File: src/hdl/tcs_ram.sv
`default_nettype none
module tcs_ram #(
    parameter int WIDTH = 64,
    parameter int DEPTH = 64,
    parameter int AW    = (DEPTH > 1) ? $clog2(DEPTH) : 1
) (
    input  wire logic             clk,
    input  wire logic             we,
    input  wire logic [AW-1:0]    waddr,
    input  wire logic [WIDTH-1:0] wdata,
    input  wire logic             re,
    input  wire logic [AW-1:0]    raddr,
    output logic      [WIDTH-1:0] rdata
);

    logic [WIDTH-1:0] mem [DEPTH];

    always_ff @(posedge clk)
    begin
        if (we)
        begin
            mem[waddr] <= wdata;
        end
        if (re)
        begin
            rdata <= mem[raddr];
        end
    end

endmodule
`default_nettype wire

File: config.mk
export PLATFORM = sky130hd
export DESIGN_NAME = tcs_ram
export DESIGN_NICKNAME = d
export VERILOG_FILES = /design/src/hdl/tcs_ram.sv
export SDC_FILE = /design/constraint.sdc
export NUM_CORES = 2
export LEC_CHECK = 0
export BUFFER_PORTS_ARGS = -buffer_cell sky130_fd_sc_hd__clkbuf_2
export CORE_ASPECT_RATIO = 0.6
export CORE_MARGIN = 2
export CORE_UTILIZATION = 40
export CTS_CLUSTER_DIAMETER = 50
export DETAILED_ROUTE_END_ITERATION = 6
export PLACE_DENSITY = 0.57
export SETUP_SLACK_MARGIN = 0.2
export SLEW_MARGIN = 20
export SYNTH_ARGS = -nofsm -noshare
export SYNTH_HDL_FRONTEND = slang
export SYNTH_SLANG_ARGS = --single-unit
File: constraint.sdc
create_clock -name clk -period 9.3 [get_ports clk]
set_clock_uncertainty 0.05 [all_clocks]
set_input_delay 1.395 -clock clk [delete_from_list [all_inputs] [get_ports clk]]
set_output_delay 1.395 -clock clk [all_outputs]
set_load 0.005 [all_outputs]
==> summary.txt <==
Status
  – Run status: completed

Critical path
  – Register-to-Register Path Depth: 5
  – Cells along the critical path: buf_8 > and2_4 > buf_4 > a22oi_1 > and3_1 > a211oi_1
  – Largest fanout on the critical path: 67
  – Crit start category: input pin
  – Crit Path Category: in -> reg
  – Slowest stage cell, crit path: buf_4
  – Capturing element type of the critical path: register
  – WP data arrival: 5290 ps
  – Largest stage delay, worst path: 950 ps
  – Data required time at the worst endpoint: 9850 ps

Finish
  – Fraction of final layout cells sized beyond drive strength 1: 0.273
  – Most common cell after layout, fill and taps aside: edfxtp_1
  – Final #Nets: 7,038
  – Number of standard cells in the final layout excluding fillers: 12,500
  – Leading cell types in the layout, fill and taps excluded: edfxtp_1 (4,160), mux4_2 (1,024), clkbuf_16 (369)
  – Area added between synthesis and finish: 12.4%
  – Cell area after layout: 176,000 sq um

Clocking
  – Post-cts gate resize count: 0
  – Clock latency reported for the late side of the worst-skew pair: 970 ps
  – Number of buffers inserted by post-CTS setup repair: 0
  – Number of buffers between clock root and the deepest sink: 4
  – Clock tree from TritonCTS: done
  – Clock transition at the registers of the reported paths: 70 ps
  – Cts-stage hold buffer count: 0
  – Root Driver: clkbuf_16
  – Total CTS buffers: 368
  – TritonCTS Sinks: 4,160
  – H-tree levels: 5

Synthesis
  – Mapped cell area: 157,000 sq um
  – Share of the synthesized area in compound gates (AO/OA/AOI/OAI): 0.0247
  – Area fraction of the dominant cell type after synthesis: 0.796
  – Simple-Gate Fraction of Synth Area: 0.0123
  – Proportion of synthesized flip-flops having asynchronous set or reset: 0
  – Number of flops mapped to enable cells by yosys: 4,160
  – Synthesized-area fraction occupied by adder cells: 0
  – Cell taking the most area after synthesis: edfxtp_1
  – Sequential fraction of the synthesis area: 0.796
  – Gate count of the mapped netlist: 6,598
  – Synth Area in XOR/XNOR: 0
  – Synthesized area per cell: 23.8 sq um
  – Mux contribution to synthesized area: 0.156
  – Number of nets in the synthesized netlist: 6,677
  – Warning count from the yosys run: 0
  – Number of different library cells in the post-synthesis netlist: 32
  – Main combinational cell family by area after synthesis: multiplexers
  – Leading post-synthesis cells by cell area: edfxtp_1 (80%), mux4_2 (15%), mux2i_1 (0.86%)
  – Flop and latch count out of synthesis: 4,160
  – Commonest register cell after synthesis: edfxtp_1

Power and ir drop
  – Static Leakage: 0.0540 uW
  – Power density over the cells: 212 nW/um^2
  – Worst voltage drop across the vdd grid: 150 uV

STA
  – Setup TNS after final layout: 0 ps
  – Final hold slack: 858 ps
  – Fin crit share: 0.510
  – Relative slew slack: 0.174
  – Max Fclk: 0.211 GHz
  – Final setup violating endpoints: 0
  – Minimum period implied by the final worst setup slack: 4740 ps
  – Pin slew with the least headroom to its limit: 1240 ps
  – Total count of hold-check failures in the final report: 0
  – Number of pins exceeding their max-slew limit in the final report: 0
  – Unrepaired setup endpoints after global routing: no

Floorplan
  – Initial Util: 0.401
  – Number of placement rows: 178
  – Ports: 143
  – Vertical extent of the die: 489 um
  – Horiz. Die Dim: 813 um
  – Core Box Area: 391,000 sq um
  – Die Footprint: 398,000 sq um

Worst hold path
  – Number of instances on the worst hold path: 4
  – Tightest Hold Check Type: reg -> reg

Global routing
  – All-layer global routing usage: 0.235
  – Pin count of the biggest net entering global routing: 125
  – Number of antenna violations at the first check in global routing: 45
  – Global-route wire length before repair: 642,000 um
  – Remaining global-route overflow: 0
  – Number of global-route vias before repair: 74,800

Drt
  – Final routed DRC violation total: 0
  – Drt first pass iters: 6
  – Detail Route Antenna Nets: 0
  – First DRT Iteration DRCs: 12,700
  – Number of vias after detailed routing: 77,600
  – Routed WL per cell: 38.0 um
  – Routed wire length: 473,000 um
  – Via density: 6.22

Placed design
  – HPWL after DPL: 257,000 um
  – Final GP Congestion: 0.788
  – Placed cell area: 165,000 sq um
  – I/O Buffers: 142
  – Number of cells after detailed placement: 11,800

Flow run
  – Max Cap Viol: 0
-- cell type report --
cell class | instances | area [sq um]
Antenna cell | 17 | 42.5
Clock buffer | 448 | 9530
Clock inverter | 195 | 1650
Fill cell | 32200 | 215000
Inverter | 19 | 71.3
Multi-Input combinational cell | 2049 | 30800
Sequential cell | 4160 | 125000
Tap cell | 5220 | 6530
Timing Repair Buffer | 361 | 2900
-- critical path: cells and delay by family --
kind | cells | cell delay [ps]
buffers and inverters | 2 | 1500
AND/OR/NAND/NOR | 2 | 1160
AO/OA/AOI/OAI | 2 | 980
-- sequential cells by signal (all words and copies together) (netlist names) --
register	cells
mem	4096
rdata	64
-- cells in the mapped netlist, types with 45 or more instances --
library cell  number
mux4_2          1024
a211oi_1          63
a22o_1            88
nor2_1           112
a22oi_1          168
clkbuf_1         140
edfxtp_1        4160
and3_1            64
mux2i_1          135
o22ai_1           83
nand2_1           58
nand3_1           45
buf_2            170
-- power by group --
| part | total (uW) | internal, uW | switching [uW] |
|---|---|---|---|
| Clock | 14800 | 7940 | 6840 |
| Sequential | 20900 | 20800 | 81.6 |
| Combinational | 1790 | 634 | 1160 |
| Total | 37400 | 29400 | 8080 |
-- path summary, 6_finish.rpt --
check | endpoint | start | slack [ps]
worst max-delay path | rdata[22] | raddr[2] | 4560
worst min-delay path | rdata[46] | mem[46][46] | 860
worst min register to register | rdata[46] | mem[46][46] | 860
worst max register to register | rdata[22] | mem[47][22] | 6890
-- through the flow --
stage	utilization	setup WS (ps)	power (uW)
6_report	0.451	4560	37400
3_3_place_gp	0.422	3840	23100
2_1_floorplan	-	2420	22200
3_5_place_dp	0.422	3850	23100
5_1_grt	0.451	4630	38400
4_1_cts	0.450	4820	37700
-- metal layers --
metal | track usage | vias up | routed length (um)
met2 | 0.331 | 4798 | 201000
met1 | 0.373 | 42900 | 207000
met3 | 0.0558 | 624 | 55800
met4 | 0.0466 | 18 | 9620
met5 | 0 | - | 112
li1 | - | 29300 | -
-- cells by family (layout without fill, tap and decap cells) --
family,count (synthesis),count (layout)
compound gates,504,504
buf+inv,389,1023
flops,4160,4160
mux,1159,1159
other cells,0,17
simple gates,386,386
No activity file was read; power rests on OpenSTA's default activity.
