<file path="src/hdl/tcs_pkg.sv">
`default_nettype none
package tcs_pkg;

    // Block parameters
    localparam int ORDER_SLOTS = 1024;
    localparam int TRI_LIMIT   = 1024;
    localparam int TEX_SLOTS   = 64;

    // Depth bucket: ((za + zb + zc) * (ORDER_SLOTS / 3)) >> BUCKET_SHIFT
    localparam int BUCKET_SHIFT = 12;
    localparam int BUCKET_SCALE = ORDER_SLOTS / 3;
    localparam int DEPTH_SUM_W  = 18;
    localparam int SCALE_W      = $clog2(BUCKET_SCALE + 1);
    localparam int PROD_W       = DEPTH_SUM_W + SCALE_W;
    localparam int BUCKET_RAW_W = PROD_W - BUCKET_SHIFT;
    localparam int BUCKET_W     = 10;

    localparam int CNT_W   = $clog2(TRI_LIMIT + 1);
    localparam int SLOT_AW = (TEX_SLOTS > 1) ? $clog2(TEX_SLOTS) : 1;
    localparam int SLOT_W  = 64;

    // Screen box limits
    localparam logic signed [15:0] COORD_LO = -16'sd512;
    localparam logic signed [15:0] COORD_HI = 16'sd512;

    // Opcodes
    localparam logic [1:0] OP_TRIANGLE    = 2'd0;
    localparam logic [1:0] OP_SLOT_WRITE  = 2'd1;
    localparam logic [1:0] OP_CLEAR_COUNT = 2'd2;

    // Config register indexes
    localparam logic [1:0] CFG_TEXTURE_BASE  = 2'd0;
    localparam logic [1:0] CFG_TEXTURE_COUNT = 2'd1;
    localparam logic [1:0] CFG_SLOT_COUNT    = 2'd2;

    // Stage 1 contents, front end to back end
    typedef struct packed {
        logic                     is_tri;
        logic                     is_clear;
        logic                     early_cull;   // zero depth or off the screen box
        logic signed [33:0]       prod_a;       // (xb - xa) * (yc - ya)
        logic signed [33:0]       prod_b;       // (xc - xa) * (yb - ya)
        logic [BUCKET_RAW_W-1:0]  bucket_raw;
        logic                     tex_valid;
        logic [31:0]              point_a;
        logic [31:0]              point_b;
        logic [31:0]              point_c;
        logic [15:0]              uv_a;
        logic [15:0]              uv_b;
        logic [15:0]              uv_c;
    } stage_t;

    // One emitted triangle
    typedef struct packed {
        logic [31:0]          point_a;
        logic [31:0]          point_b;
        logic [31:0]          point_c;
        logic [15:0]          mapped_uv_a;
        logic [15:0]          mapped_uv_b;
        logic [15:0]          mapped_uv_c;
        logic [15:0]          texture_page;
        logic [15:0]          palette_index;
        logic [BUCKET_W-1:0]  depth_bucket;
        logic                 textured;
    } result_t;

endpackage
`default_nettype wire

</file>
<file path="src/hdl/tcs_front.sv">
`default_nettype none
module tcs_front
    import tcs_pkg::*;
(
    input  wire logic               clk,
    input  wire logic               rst_n,
    input  wire logic               advance,
    input  wire logic               accept,
    input  wire logic [1:0]         opcode,
    input  wire logic [47:0]        vertex_a,
    input  wire logic [47:0]        vertex_b,
    input  wire logic [47:0]        vertex_c,
    input  wire logic [15:0]        texcoord_a,
    input  wire logic [15:0]        texcoord_b,
    input  wire logic [15:0]        texcoord_c,
    input  wire logic [7:0]         texture_id,
    input  wire logic [5:0]         slot_index,
    input  wire logic [63:0]        slot_word,
    input  wire logic [7:0]         texture_base,
    input  wire logic [7:0]         texture_count,
    input  wire logic [6:0]         slot_count,
    output logic                    ram_we,
    output logic [SLOT_AW-1:0]      ram_waddr,
    output logic [SLOT_W-1:0]       ram_wdata,
    output logic                    ram_re,
    output logic [SLOT_AW-1:0]      ram_raddr,
    output logic                    s1_valid,
    output stage_t                  s1
);

    logic signed [15:0] xa, ya, xb, yb, xc, yc;
    logic [15:0]        za, zb, zc;
    logic signed [16:0] dx1, dy1, dx2, dy2;
    logic               in_box;
    logic [DEPTH_SUM_W-1:0] depth_sum;
    logic [PROD_W-1:0]  bucket_prod;
    logic [8:0]         slot_sel;
    logic [8:0]         wr_sel;
    logic               is_tri, is_clear;
    logic               s1_valid_reg;
    stage_t             s1_reg, s1_next;

    assign xa = signed'(vertex_a[15:0]);
    assign ya = signed'(vertex_a[31:16]);
    assign za = vertex_a[47:32];
    assign xb = signed'(vertex_b[15:0]);
    assign yb = signed'(vertex_b[31:16]);
    assign zb = vertex_b[47:32];
    assign xc = signed'(vertex_c[15:0]);
    assign yc = signed'(vertex_c[31:16]);
    assign zc = vertex_c[47:32];

    assign dx1 = 17'(xb) - 17'(xa);
    assign dy1 = 17'(yb) - 17'(ya);
    assign dx2 = 17'(xc) - 17'(xa);
    assign dy2 = 17'(yc) - 17'(ya);

    assign in_box = (xa >= COORD_LO) && (xa <= COORD_HI) && (ya >= COORD_LO) && (ya <= COORD_HI)
                 && (xb >= COORD_LO) && (xb <= COORD_HI) && (yb >= COORD_LO) && (yb <= COORD_HI)
                 && (xc >= COORD_LO) && (xc <= COORD_HI) && (yc >= COORD_LO) && (yc <= COORD_HI);

    assign depth_sum   = DEPTH_SUM_W'(za) + DEPTH_SUM_W'(zb) + DEPTH_SUM_W'(zc);
    assign bucket_prod = PROD_W'(depth_sum) * PROD_W'(BUCKET_SCALE);

    assign slot_sel = {1'b0, texture_base} + {1'b0, texture_id};
    assign wr_sel   = {3'b000, slot_index};

    assign is_tri   = (opcode == OP_TRIANGLE);
    assign is_clear = (opcode == OP_CLEAR_COUNT);

    // slot table access: writes land at acceptance, triangle reads return next cycle
    assign ram_we    = accept && (opcode == OP_SLOT_WRITE) && (wr_sel < 9'(TEX_SLOTS));
    assign ram_waddr = SLOT_AW'(wr_sel);
    assign ram_wdata = slot_word;
    assign ram_re    = accept && is_tri;
    assign ram_raddr = SLOT_AW'(slot_sel);

    always_comb
    begin
        s1_next.is_tri     = is_tri;
        s1_next.is_clear   = is_clear;
        s1_next.early_cull = (za == 16'd0) || (zb == 16'd0) || (zc == 16'd0) || !in_box;
        s1_next.prod_a     = dx1 * dy2;
        s1_next.prod_b     = dx2 * dy1;
        s1_next.bucket_raw = bucket_prod[PROD_W-1:BUCKET_SHIFT];
        s1_next.tex_valid  = (texture_id < texture_count)
                          && (slot_sel < {2'b00, slot_count})
                          && (slot_sel < 9'(TEX_SLOTS));
        s1_next.point_a    = vertex_a[31:0];
        s1_next.point_b    = vertex_b[31:0];
        s1_next.point_c    = vertex_c[31:0];
        s1_next.uv_a       = texcoord_a;
        s1_next.uv_b       = texcoord_b;
        s1_next.uv_c       = texcoord_c;
    end

    always_ff @(posedge clk or negedge rst_n)
    begin
        if (!rst_n)
        begin
            s1_valid_reg <= 1'b0;
        end
        else if (advance)
        begin
            s1_valid_reg <= accept && (is_tri || is_clear);
        end
    end

    always_ff @(posedge clk)
    begin
        if (advance)
        begin
            s1_reg <= s1_next;
        end
    end

    assign s1_valid = s1_valid_reg;
    assign s1       = s1_reg;

endmodule
`default_nettype wire

</file>
<file path="config.mk">
export PLATFORM = sky130hd
export DESIGN_NAME = tcs_front
export DESIGN_NICKNAME = d
export VERILOG_FILES = /design/src/hdl/tcs_pkg.sv /design/src/hdl/tcs_front.sv
export SDC_FILE = /design/constraint.sdc
export NUM_CORES = 2
export LEC_CHECK = 0
export BUFFER_PORTS_ARGS = -buffer_cell sky130_fd_sc_hd__buf_2
export CAP_MARGIN = 10
export CORE_UTILIZATION = 54
export CTS_CLUSTER_DIAMETER = 60
export DETAILED_ROUTE_END_ITERATION = 7
export GPL_ROUTABILITY_DRIVEN = 0
export PLACE_DENSITY = 0.83
export SYNTH_ARGS = -nofsm -noshare
export SYNTH_HDL_FRONTEND = slang
export SYNTH_SLANG_ARGS = --single-unit
export TNS_END_PERCENT = 10
</file>
<file path="constraint.sdc">
create_clock -name clk -period 1.7 [get_ports clk]
set_input_delay 0.34 -clock clk [delete_from_list [all_inputs] [get_ports clk]]
set_output_delay 0.34 -clock clk [all_outputs]
set_load 0.02 [all_outputs]
</file>
==> results.toml <==
[status]
status = "complete, but fails checks"
violations = "DRC, setup timing"

[placed_design]
place_ws_ns = -6.60
place_hpwl_um = 104000
portBuffers = 468
place_area_um2 = 45700

[drt]
met1Wirelength_um = 43900
drcViolationCount = 107
vias = 33492
viasPerCell = 5.73
met3RoutedLength_um = 18200
wirelength_um = 134000
drtPass1Iterations = 8
routed.top_layer = "met5"
post_drt_wl_per_cell_um = 22.9
met2WireLength_um = 60700
dr.first_iter.drc_count = 3458
ant_nets = 0

[logic_synthesis]
yosysWarnings = 0
synth_edf_count = 231
yosys.area.top_type_share_pct = 36.4
avgSynthCellArea_um2 = 10.1
synthCells = 3584
ys_seq_area_share_pct = 19.2
synthTopCellsByArea = "fa_1, edfxtp_1, ha_1, inv_1, nor2_1"
ys_ff_latch = 232
ys.flop_type = "edfxtp_1"
synth.distinct_cells = 80
syn_area_um2 = 36200
ys_async_sr_fraction_pct = 0.431
synth.largest_area_cell = "fa_1"
syn_nets = 4875

[worst_setup_path]
cp_num_buf_inv = 8
cp_top_family = "adder cells"
cp_common_cell = "fa_1"
crit_path_start_kind = "primary input"
crit_type = "in2reg"
required_ns = 2.06
cp.depth = 34
slowest_delay_ns = 0.58
worstPathArrival_ns = 7.89
crit_slowest_cell = "fa_1"
reg2reg_depth = 2
cp_max_fo = 4
cp-end-kind = "flip-flop"

[timing]
hold_viol_final = 0
worstMarginPinSlew_ns = 0.742
fin_skew_ns = 0
worst_slack_ns = -5.84
maxSlewViolCount = 0
min_period_ns = 7.54
fin_crit_sh_pct = 443
slew_headroom_pct = 50.1
fmax_mhz = 133
grt_setup_unrepaired = "yes"
setup_viol = 90
setup-tns-final_ns = -360.04

[cells_and_area]
area_growth_pct = 38.1
final_cell_mix = "buf_4, inv_1, fa_1"
regArea_um2 = 6960
fillers = 3940
largest_reg_flops = 231
final_cell_area_um2 = 50000
nets = 6229
post-route-util_pct = 75.7
final_common_cell = "buf_4"
layout-drive-gt1-share_pct = 36.5
multi_input_area_um2 = 27700

[global_routing]
grt_pass1_wl_um = 192000
antenna_found_initial = 31
grt_util_all_layers_pct = 37.7
overflow = 0
grt_pass1_vias = 35557
grt_max_degree = 60

[floorplanning]
initial_core_util_pct = 54.8
io_pins = 609
std_cell_rows = 94
coreArea_um2 = 66000
die_height_um = 261
die-area_um2 = 68000
dieWidth_um = 261

[clock_tree]
clockBufferDepth = 3
cts_made_buffers = 28
cts_tree = "yes"
cts_sinks = 232
clkTransAtPathRegs_ns = 0.06
ctsRootBufferMaster = "clkbuf_16"
cts_max_level = 1
clock_latency_ns = 0.62

[worst_hold_path]
hold_class = "in2reg"
whs_path_depth = 2

[flow_run]
drv_cap = 0
## layer usage
metal | up-vias | GRT usage (%)
li1 | 13960 | -
met1 | 16273 | 43.1
met2 | 2426 | 59.9
met3 | 815 | 13.5
met4 | 18 | 23.8
met5 | - | 1.07
## synthesized netlist by cell type, types with 16 or more instances
cell	instances
ha_1	334
o21ai_0	53
and2_1	31
nor2b_1	43
buf_2	17
nand2_1	310
xor2_1	37
clkbuf_1	47
fa_1	658
nor2_1	335
nor3_1	47
or2_2	26
inv_1	755
nor4_1	21
o21a_1	19
a21oi_1	82
buf_4	72
o21bai_1	16
nand3_1	44
nand2b_1	42
xnor2_1	130
edfxtp_1	231
a21o_1	31
## through the flow
step           std cells  hold slack (ns)
6_report            5844           0.0278
5_1_grt             5840           0.0113
4_1_cts             5772          0.00186
3_5_place_dp        5615            0.118
3_3_place_gp        5615            0.115
2_1_floorplan       3584           0.0444
## path summary, 6_finish.rpt
kind	start	to	slack, ns
max	vertex_a[2]	s1[226]$_DFFE_PP_	-5.84
min	vertex_b[16]	s1[96]$_DFFE_PP_	0.03
max reg2reg	s1_valid$_DFFE_PN0P_	s1_valid$_DFFE_PN0P_	1.05
min reg2reg	s1_valid$_DFFE_PN0P_	s1_valid$_DFFE_PN0P_	0.58
max in group asynchronous	rst_n	s1_valid$_DFFE_PN0P_	1.57
min in group asynchronous	rst_n	s1_valid$_DFFE_PN0P_	0.05
## repair_timing
action / in CTS / in global routing
buffers inserted: 32 / 51
endpoints found under the setup margin: 86 / 91
gates resized for setup: 176 / 206
pin swaps: 105 / 147
endpoints found under the hold margin: 73 / 1
hold buffers: 73 / 1
cloned: 1 / 0
## logic make-up after synthesis
logic type	after synthesis	synth area share (%)
and+or+nand+nor	959	12.0
buffers and inverters	892	10.1
DFF	232	19.2
muxes	1	0.0277
adders and majority gates	992	48.0
xor gates and xnor gates	173	4.31
AOI/OAI and AO/OA	335	6.44
## final cells by class
cell class | instances | area share [%]
multi-input combinational | 2461 | 55.4
clock inverter | 20 | 0.388
inverter | 755 | 5.73
clock buffer | 32 | 1.43
sequential | 232 | 13.9
antenna | 20 | 0.100
tap | 864 | 2.16
timing repair buffer | 1460 | 20.9
Power is not shown: default switching activity piles up to over one toggle a cycle in this logic, so the estimate is an artifact.
