## src/hdl/tcs_pkg.sv

```systemverilog
`default_nettype none
package tcs_pkg;

    // Block parameters
    localparam int ORDER_SLOTS = 1024;
    localparam int TRI_LIMIT   = 1024;
    localparam int TEX_SLOTS   = 64;

    // Depth bucket: ((za + zb + zc) * (ORDER_SLOTS / 3)) >> BUCKET_SHIFT
    localparam int BUCKET_SHIFT = 12;
    localparam int BUCKET_SCALE = ORDER_SLOTS / 3;
    localparam int DEPTH_SUM_W  = 18;
    localparam int SCALE_W      = $clog2(BUCKET_SCALE + 1);
    localparam int PROD_W       = DEPTH_SUM_W + SCALE_W;
    localparam int BUCKET_RAW_W = PROD_W - BUCKET_SHIFT;
    localparam int BUCKET_W     = 10;

    localparam int CNT_W   = $clog2(TRI_LIMIT + 1);
    localparam int SLOT_AW = (TEX_SLOTS > 1) ? $clog2(TEX_SLOTS) : 1;
    localparam int SLOT_W  = 64;

    // Screen box limits
    localparam logic signed [15:0] COORD_LO = -16'sd512;
    localparam logic signed [15:0] COORD_HI = 16'sd512;

    // Opcodes
    localparam logic [1:0] OP_TRIANGLE    = 2'd0;
    localparam logic [1:0] OP_SLOT_WRITE  = 2'd1;
    localparam logic [1:0] OP_CLEAR_COUNT = 2'd2;

    // Config register indexes
    localparam logic [1:0] CFG_TEXTURE_BASE  = 2'd0;
    localparam logic [1:0] CFG_TEXTURE_COUNT = 2'd1;
    localparam logic [1:0] CFG_SLOT_COUNT    = 2'd2;

    // Stage 1 contents, front end to back end
    typedef struct packed {
        logic                     is_tri;
        logic                     is_clear;
        logic                     early_cull;   // zero depth or off the screen box
        logic signed [33:0]       prod_a;       // (xb - xa) * (yc - ya)
        logic signed [33:0]       prod_b;       // (xc - xa) * (yb - ya)
        logic [BUCKET_RAW_W-1:0]  bucket_raw;
        logic                     tex_valid;
        logic [31:0]              point_a;
        logic [31:0]              point_b;
        logic [31:0]              point_c;
        logic [15:0]              uv_a;
        logic [15:0]              uv_b;
        logic [15:0]              uv_c;
    } stage_t;

    // One emitted triangle
    typedef struct packed {
        logic [31:0]          point_a;
        logic [31:0]          point_b;
        logic [31:0]          point_c;
        logic [15:0]          mapped_uv_a;
        logic [15:0]          mapped_uv_b;
        logic [15:0]          mapped_uv_c;
        logic [15:0]          texture_page;
        logic [15:0]          palette_index;
        logic [BUCKET_W-1:0]  depth_bucket;
        logic                 textured;
    } result_t;

endpackage
`default_nettype wire

```

## src/hdl/tcs_back.sv

```systemverilog
`default_nettype none
module tcs_back
    import tcs_pkg::*;
(
    input  wire logic               clk,
    input  wire logic               rst_n,
    input  wire logic               s1_valid,
    input  wire stage_t             s1,
    input  wire logic [SLOT_W-1:0]  slot,
    input  wire logic               out_ready,
    output logic                    advance,
    output logic                    out_valid,
    output result_t                 out_data
);

    logic [CNT_W-1:0]   count_reg, count_next;
    logic               out_valid_reg;
    result_t            out_data_reg, out_data_next;
    logic [34:0]        cross_val;
    logic [31:0]        bucket_wide;
    logic               bucket_ok, count_ok, keep;

    function automatic logic [15:0] remap(input logic [15:0] uv, input logic [SLOT_W-1:0] s);
        logic [7:0] u;
        logic [7:0] v;
        u = (uv[7:0] & s[7:0]) + s[23:16];
        v = (uv[15:8] & s[15:8]) + s[31:24];
        return {v, u};
    endfunction

    assign advance = !out_valid_reg || out_ready;

    // negative cross product means the triangle faces the viewer
    assign cross_val   = {s1.prod_a[33], s1.prod_a} - {s1.prod_b[33], s1.prod_b};
    assign bucket_wide = 32'(s1.bucket_raw);
    assign bucket_ok   = (bucket_wide != 32'd0) && (bucket_wide < 32'(ORDER_SLOTS));
    assign count_ok    = count_reg < CNT_W'(TRI_LIMIT);
    assign keep        = s1_valid && s1.is_tri && !s1.early_cull && cross_val[34]
                      && bucket_ok && count_ok;

    always_comb
    begin
        out_data_next.point_a      = s1.point_a;
        out_data_next.point_b      = s1.point_b;
        out_data_next.point_c      = s1.point_c;
        out_data_next.depth_bucket = bucket_wide[BUCKET_W-1:0];
        out_data_next.textured     = s1.tex_valid;
        if (s1.tex_valid)
        begin
            out_data_next.mapped_uv_a   = remap(s1.uv_a, slot);
            out_data_next.mapped_uv_b   = remap(s1.uv_b, slot);
            out_data_next.mapped_uv_c   = remap(s1.uv_c, slot);
            out_data_next.texture_page  = slot[47:32];
            out_data_next.palette_index = slot[63:48];
        end
        else
        begin
            out_data_next.mapped_uv_a   = 16'd0;
            out_data_next.mapped_uv_b   = 16'd0;
            out_data_next.mapped_uv_c   = 16'd0;
            out_data_next.texture_page  = 16'd0;
            out_data_next.palette_index = 16'd0;
        end
    end

    always_comb
    begin
        count_next = count_reg;
        if (advance && s1_valid && s1.is_clear)
        begin
            count_next = '0;
        end
        else if (advance && keep)
        begin
            count_next = count_reg + CNT_W'(1);
        end
    end

    always_ff @(posedge clk or negedge rst_n)
    begin
        if (!rst_n)
        begin
            count_reg     <= '0;
            out_valid_reg <= 1'b0;
        end
        else
        begin
            count_reg <= count_next;
            if (advance)
            begin
                out_valid_reg <= keep;
            end
        end
    end

    always_ff @(posedge clk)
    begin
        if (advance && keep)
        begin
            out_data_reg <= out_data_next;
        end
    end

    assign out_valid = out_valid_reg;
    assign out_data  = out_data_reg;

endmodule
`default_nettype wire

```

## config.mk

```make
export PLATFORM = sky130hd
export DESIGN_NAME = tcs_back
export DESIGN_NICKNAME = d
export VERILOG_FILES = /design/src/hdl/tcs_pkg.sv /design/src/hdl/tcs_back.sv
export SDC_FILE = /design/constraint.sdc
export NUM_CORES = 1
export LEC_CHECK = 0
export BUFFER_PORTS_ARGS = -buffer_cell sky130_fd_sc_hd__buf_2
export CAP_MARGIN = 30
export CORE_AREA = 3 3 189 191
export CTS_CLUSTER_DIAMETER = 40
export DETAILED_ROUTE_END_ITERATION = 10
export DIE_AREA = 0 0 192 194
export PLACE_DENSITY = 0.56
export SETUP_SLACK_MARGIN = 0.5
export SLEW_MARGIN = 10
export SYNTH_ARGS = -nofsm -noshare
export SYNTH_HDL_FRONTEND = slang
export SYNTH_SLANG_ARGS = --single-unit
```

## constraint.sdc

```tcl
create_clock -name clk -period 43.2 [get_ports clk]
set_clock_uncertainty 0.15 [all_clocks]
set_input_delay 8.64 -clock clk [delete_from_list [all_inputs] [get_ports clk]]
set_output_delay 8.64 -clock clk [all_outputs]
set_load 0.05 [all_outputs]
```

==> flow_metrics.py <==
metrics = {
    "clock_tree": {
        "cts_max_path_buffers": 2,
        "post_cts_resize_count": 0,
        "cts_max_level": 4,
        "clkTransAtPathRegs_ns": 0.07,
        "cts_tree": "built",
        "post-cts-setup-buffer-count": 0,
        "holdBufCountCts": 0,
        "cts_root_buffer": "clkbuf_16",
        "clkSinkCount": 199,
        "clkLatencyLatePin_ns": 0.43,
        "numCtsBuffers": 17,
    },
    "critical_path": {
        "r2r_slack_ns": 40.49,
        "cp_data_arrival_time_ns": 9.43,
        "crit_type": "primary input to output port",
        "cpPeakStageDelay_ns": 0.29,
        "required_ns": 34.41,
        "worstSetupStartpointType": "primary input",
        "crit_path_frequent_cell": "buf_2",
        "crit_chain": "buf_2, nor2b_1, inv_1, buf_2",
        "path_max_fanout": 5,
        "cp_top_family": "buffers and inverters",
        "cp_num_buf_inv": 3,
        "end_kind": "output port",
        "cp_slowest_cell": "nor2b_1",
    },
    "logic_synthesis": {
        "avgSynthCellArea_sq_um": 13.3,
        "seq_area_frac_synth_pct": 61.9,
        "ys_seq_elements": 199,
        "netlist_instances": 717,
        "synth_edf_count": 187,
        "synth.distinct_cells": 48,
        "syn_area_sq_um": 9560,
        "ys.flop_type": "edfxtp_1",
        "yosysWarnings": 0,
        "synthesis.nets": 1098,
        "synthArstFlopShare_pct": 6.03,
    },
    "timing": {
        "grt_setup_unrepaired": "no",
        "setup_tns_ns": 0,
        "period_share_pct": 42.2,
        "setup_ws_ns": 24.98,
        "finalSetupViolations": 0,
        "max_freq_mhz": 54.9,
        "maxSlewHeadroom_pct": 28.2,
        "slew_viol_final": 0,
        "period_minus_slack_ns": 18.22,
        "finalHoldViolCount": 0,
        "worst_pin_slew_ns": 1.08,
    },
    "final_layout": {
        "nNetsFinal": 1594,
        "area_growth_pct": 36.8,
        "num-fill-cells": 3417,
        "final_core_utilization_pct": 38.1,
        "drive_above_1_share_pct": 43.8,
        "largest_reg_flops": 187,
    },
    "grt": {
        "met1_usage_pct": 17.1,
        "grt_overflow": 0,
        "met2_usage_pct": 29.2,
        "grt_max_degree": 188,
        "globalRoute.busiestLayer": "met2",
        "grt_antenna_before_repair": 5,
        "grt_pass1_vias": 7427,
        "use_met3_pct": 5.39,
        "grt_use_total_pct": 15.7,
        "grt_pass1_wl_um": 43700,
    },
    "route": {
        "route.detailed.drc": 0,
        "wl_um": 30000,
        "first_iter_violations": 247,
        "wl_per_cell_um": 17.8,
        "ant_nets": 0,
        "firstDrtPassIters": 5,
        "avgViaCountPerCell": 4.32,
        "vias": 7264,
    },
    "hold_path": {
        "hold_path.class": "register to register",
    },
    "die": {
        "fp.dieW_um": 192,
        "die_h_um": 194,
        "die-area_sq_um": 37200,
        "initial_core_util_pct": 27.9,
        "io_pins": 488,
        "row_count": 68,
        "core-area_sq_um": 34300,
    },
    "placed_design": {
        "dpl.hpwl_um": 24500,
        "portBuffers": 487,
        "place_ws_ns": 24.98,
        "routabilityCongestion": 0.800,
    },
    "pwr": {
        "powerDensity_nw_per_um2": 31.3,
        "power.leakage_nw": 5.85,
        "peakVddDrop_mv": 0.0278,
        "total_power_w": 0.000409,
    },
    "outcome": {
        "status": "complete, no violations",
    },
    "flow_run": {
        "cap_violations": 0,
    },
}
==> worst register-to-register path: cells and delay by family (launching register included) <==
| family | cells | cell delay [ns] |
|---|---|---|
| buf+inv | 1 | 0.72 |
| flops | 1 | 0.38 |
| simple gates | 3 | 0.88 |
==> stage by stage <==
step                cells  hold slack [ns]  instance area (sq um)
finish               1682            0.365                  13100
global route         1681            0.429                  13100
CTS                  1680            0.367                  13100
detailed placement   1649            0.352                  12600
global placement     1648            0.348                  12500
floorplan             717            0.307                   9560
==> final timing paths <==
check,start,cells past startpoint,end
setup / recovery,out_ready,4,advance
hold reg to reg,count_reg[10],2,count_reg[10]
hold / removal,count_reg[10],2,count_reg[10]
min in group asynchronous,rst_n,1,count_reg[0]
setup reg to reg,count_reg[10],4,out_data[71]
max in group asynchronous,rst_n,1,count_reg[2]
==> cells in the mapped netlist, types with 4 or more instances <==
cell | instances | area, sq um
dfrtp_1 | 12 | 300
xnor2_1 | 22 | 193
o31ai_2 | 8 | 100
inv_1 | 60 | 225
xor2_1 | 6 | 52.6
and4_1 | 4 | 35.0
ha_1 | 76 | 951
o21ai_0 | 10 | 50.1
a21oi_1 | 27 | 135
nand2b_1 | 8 | 50.1
mux2i_1 | 6 | 60.1
a21o_1 | 30 | 225
o2111ai_1 | 5 | 43.8
or2_2 | 6 | 37.5
nor2_1 | 39 | 146
nand2_1 | 34 | 128
clkbuf_1 | 11 | 41.3
fa_1 | 6 | 120
nor3b_1 | 4 | 30.0
and2_1 | 76 | 475
nand4_1 | 7 | 43.8
nor2b_1 | 16 | 100
edfxtp_1 | 187 | 5620
nor3_1 | 11 | 55.1
nand3_1 | 8 | 40.0
==> area by class of cell <==
class	count	area, sq um	share of cell area, %
Clock buffer	21	440	3.37
Sequential cell	199	5920	45.3
Antenna cell	2	5.00	0.0383
Timing Repair Buffer	490	2470	18.9
Multi-Input combinational cell	445	3370	25.8
Inverter	60	225	1.72
Clock inverter	10	75.1	0.574
Tap cell	455	569	4.35
==> cells by family after synthesis <==
family | Yosys count | synth area share [%]
compound gates | 101 | 7.47
xor+xnor | 28 | 2.57
fa+ha+maj | 82 | 11.2
buf+inv | 73 | 2.89
flops | 199 | 61.9
mux | 8 | 0.864
simple gates | 226 | 13.1
==> layer usage <==
layer | routed length (um) | up-vias | part of all wire [%]
met1 | 11000 | 3360 | 37
li1 | - | 3568 | -
met3 | 2750 | 28 | 9.2
met2 | 15800 | 304 | 53
met5 | 27 | - | 0.090
met4 | 401 | 4 | 1.3
==> power by group <==
part	switching, W	internal, W
Sequential	0.000000123	0.000212
Combinational	0.0000256	0.0000250
Clock	0.0000726	0.0000740
==> placed cells by master (no fill, tap or decap), types with 7 or more instances in the layout <==
master,instances
a21o_1,30
a21oi_1,27
and2_1,76
buf_2,488
clkbuf_16,17
dfrtp_1,12
edfxtp_1,187
ha_1,76
inv_1,60
nand2_1,34
nand2b_1,8
nand3_1,8
nand4_1,7
nor2_1,39
nor2b_1,16
nor3_1,10
o21ai_0,10
o31ai_2,8
xnor2_1,22
Power figures use the tool's default switching activity.
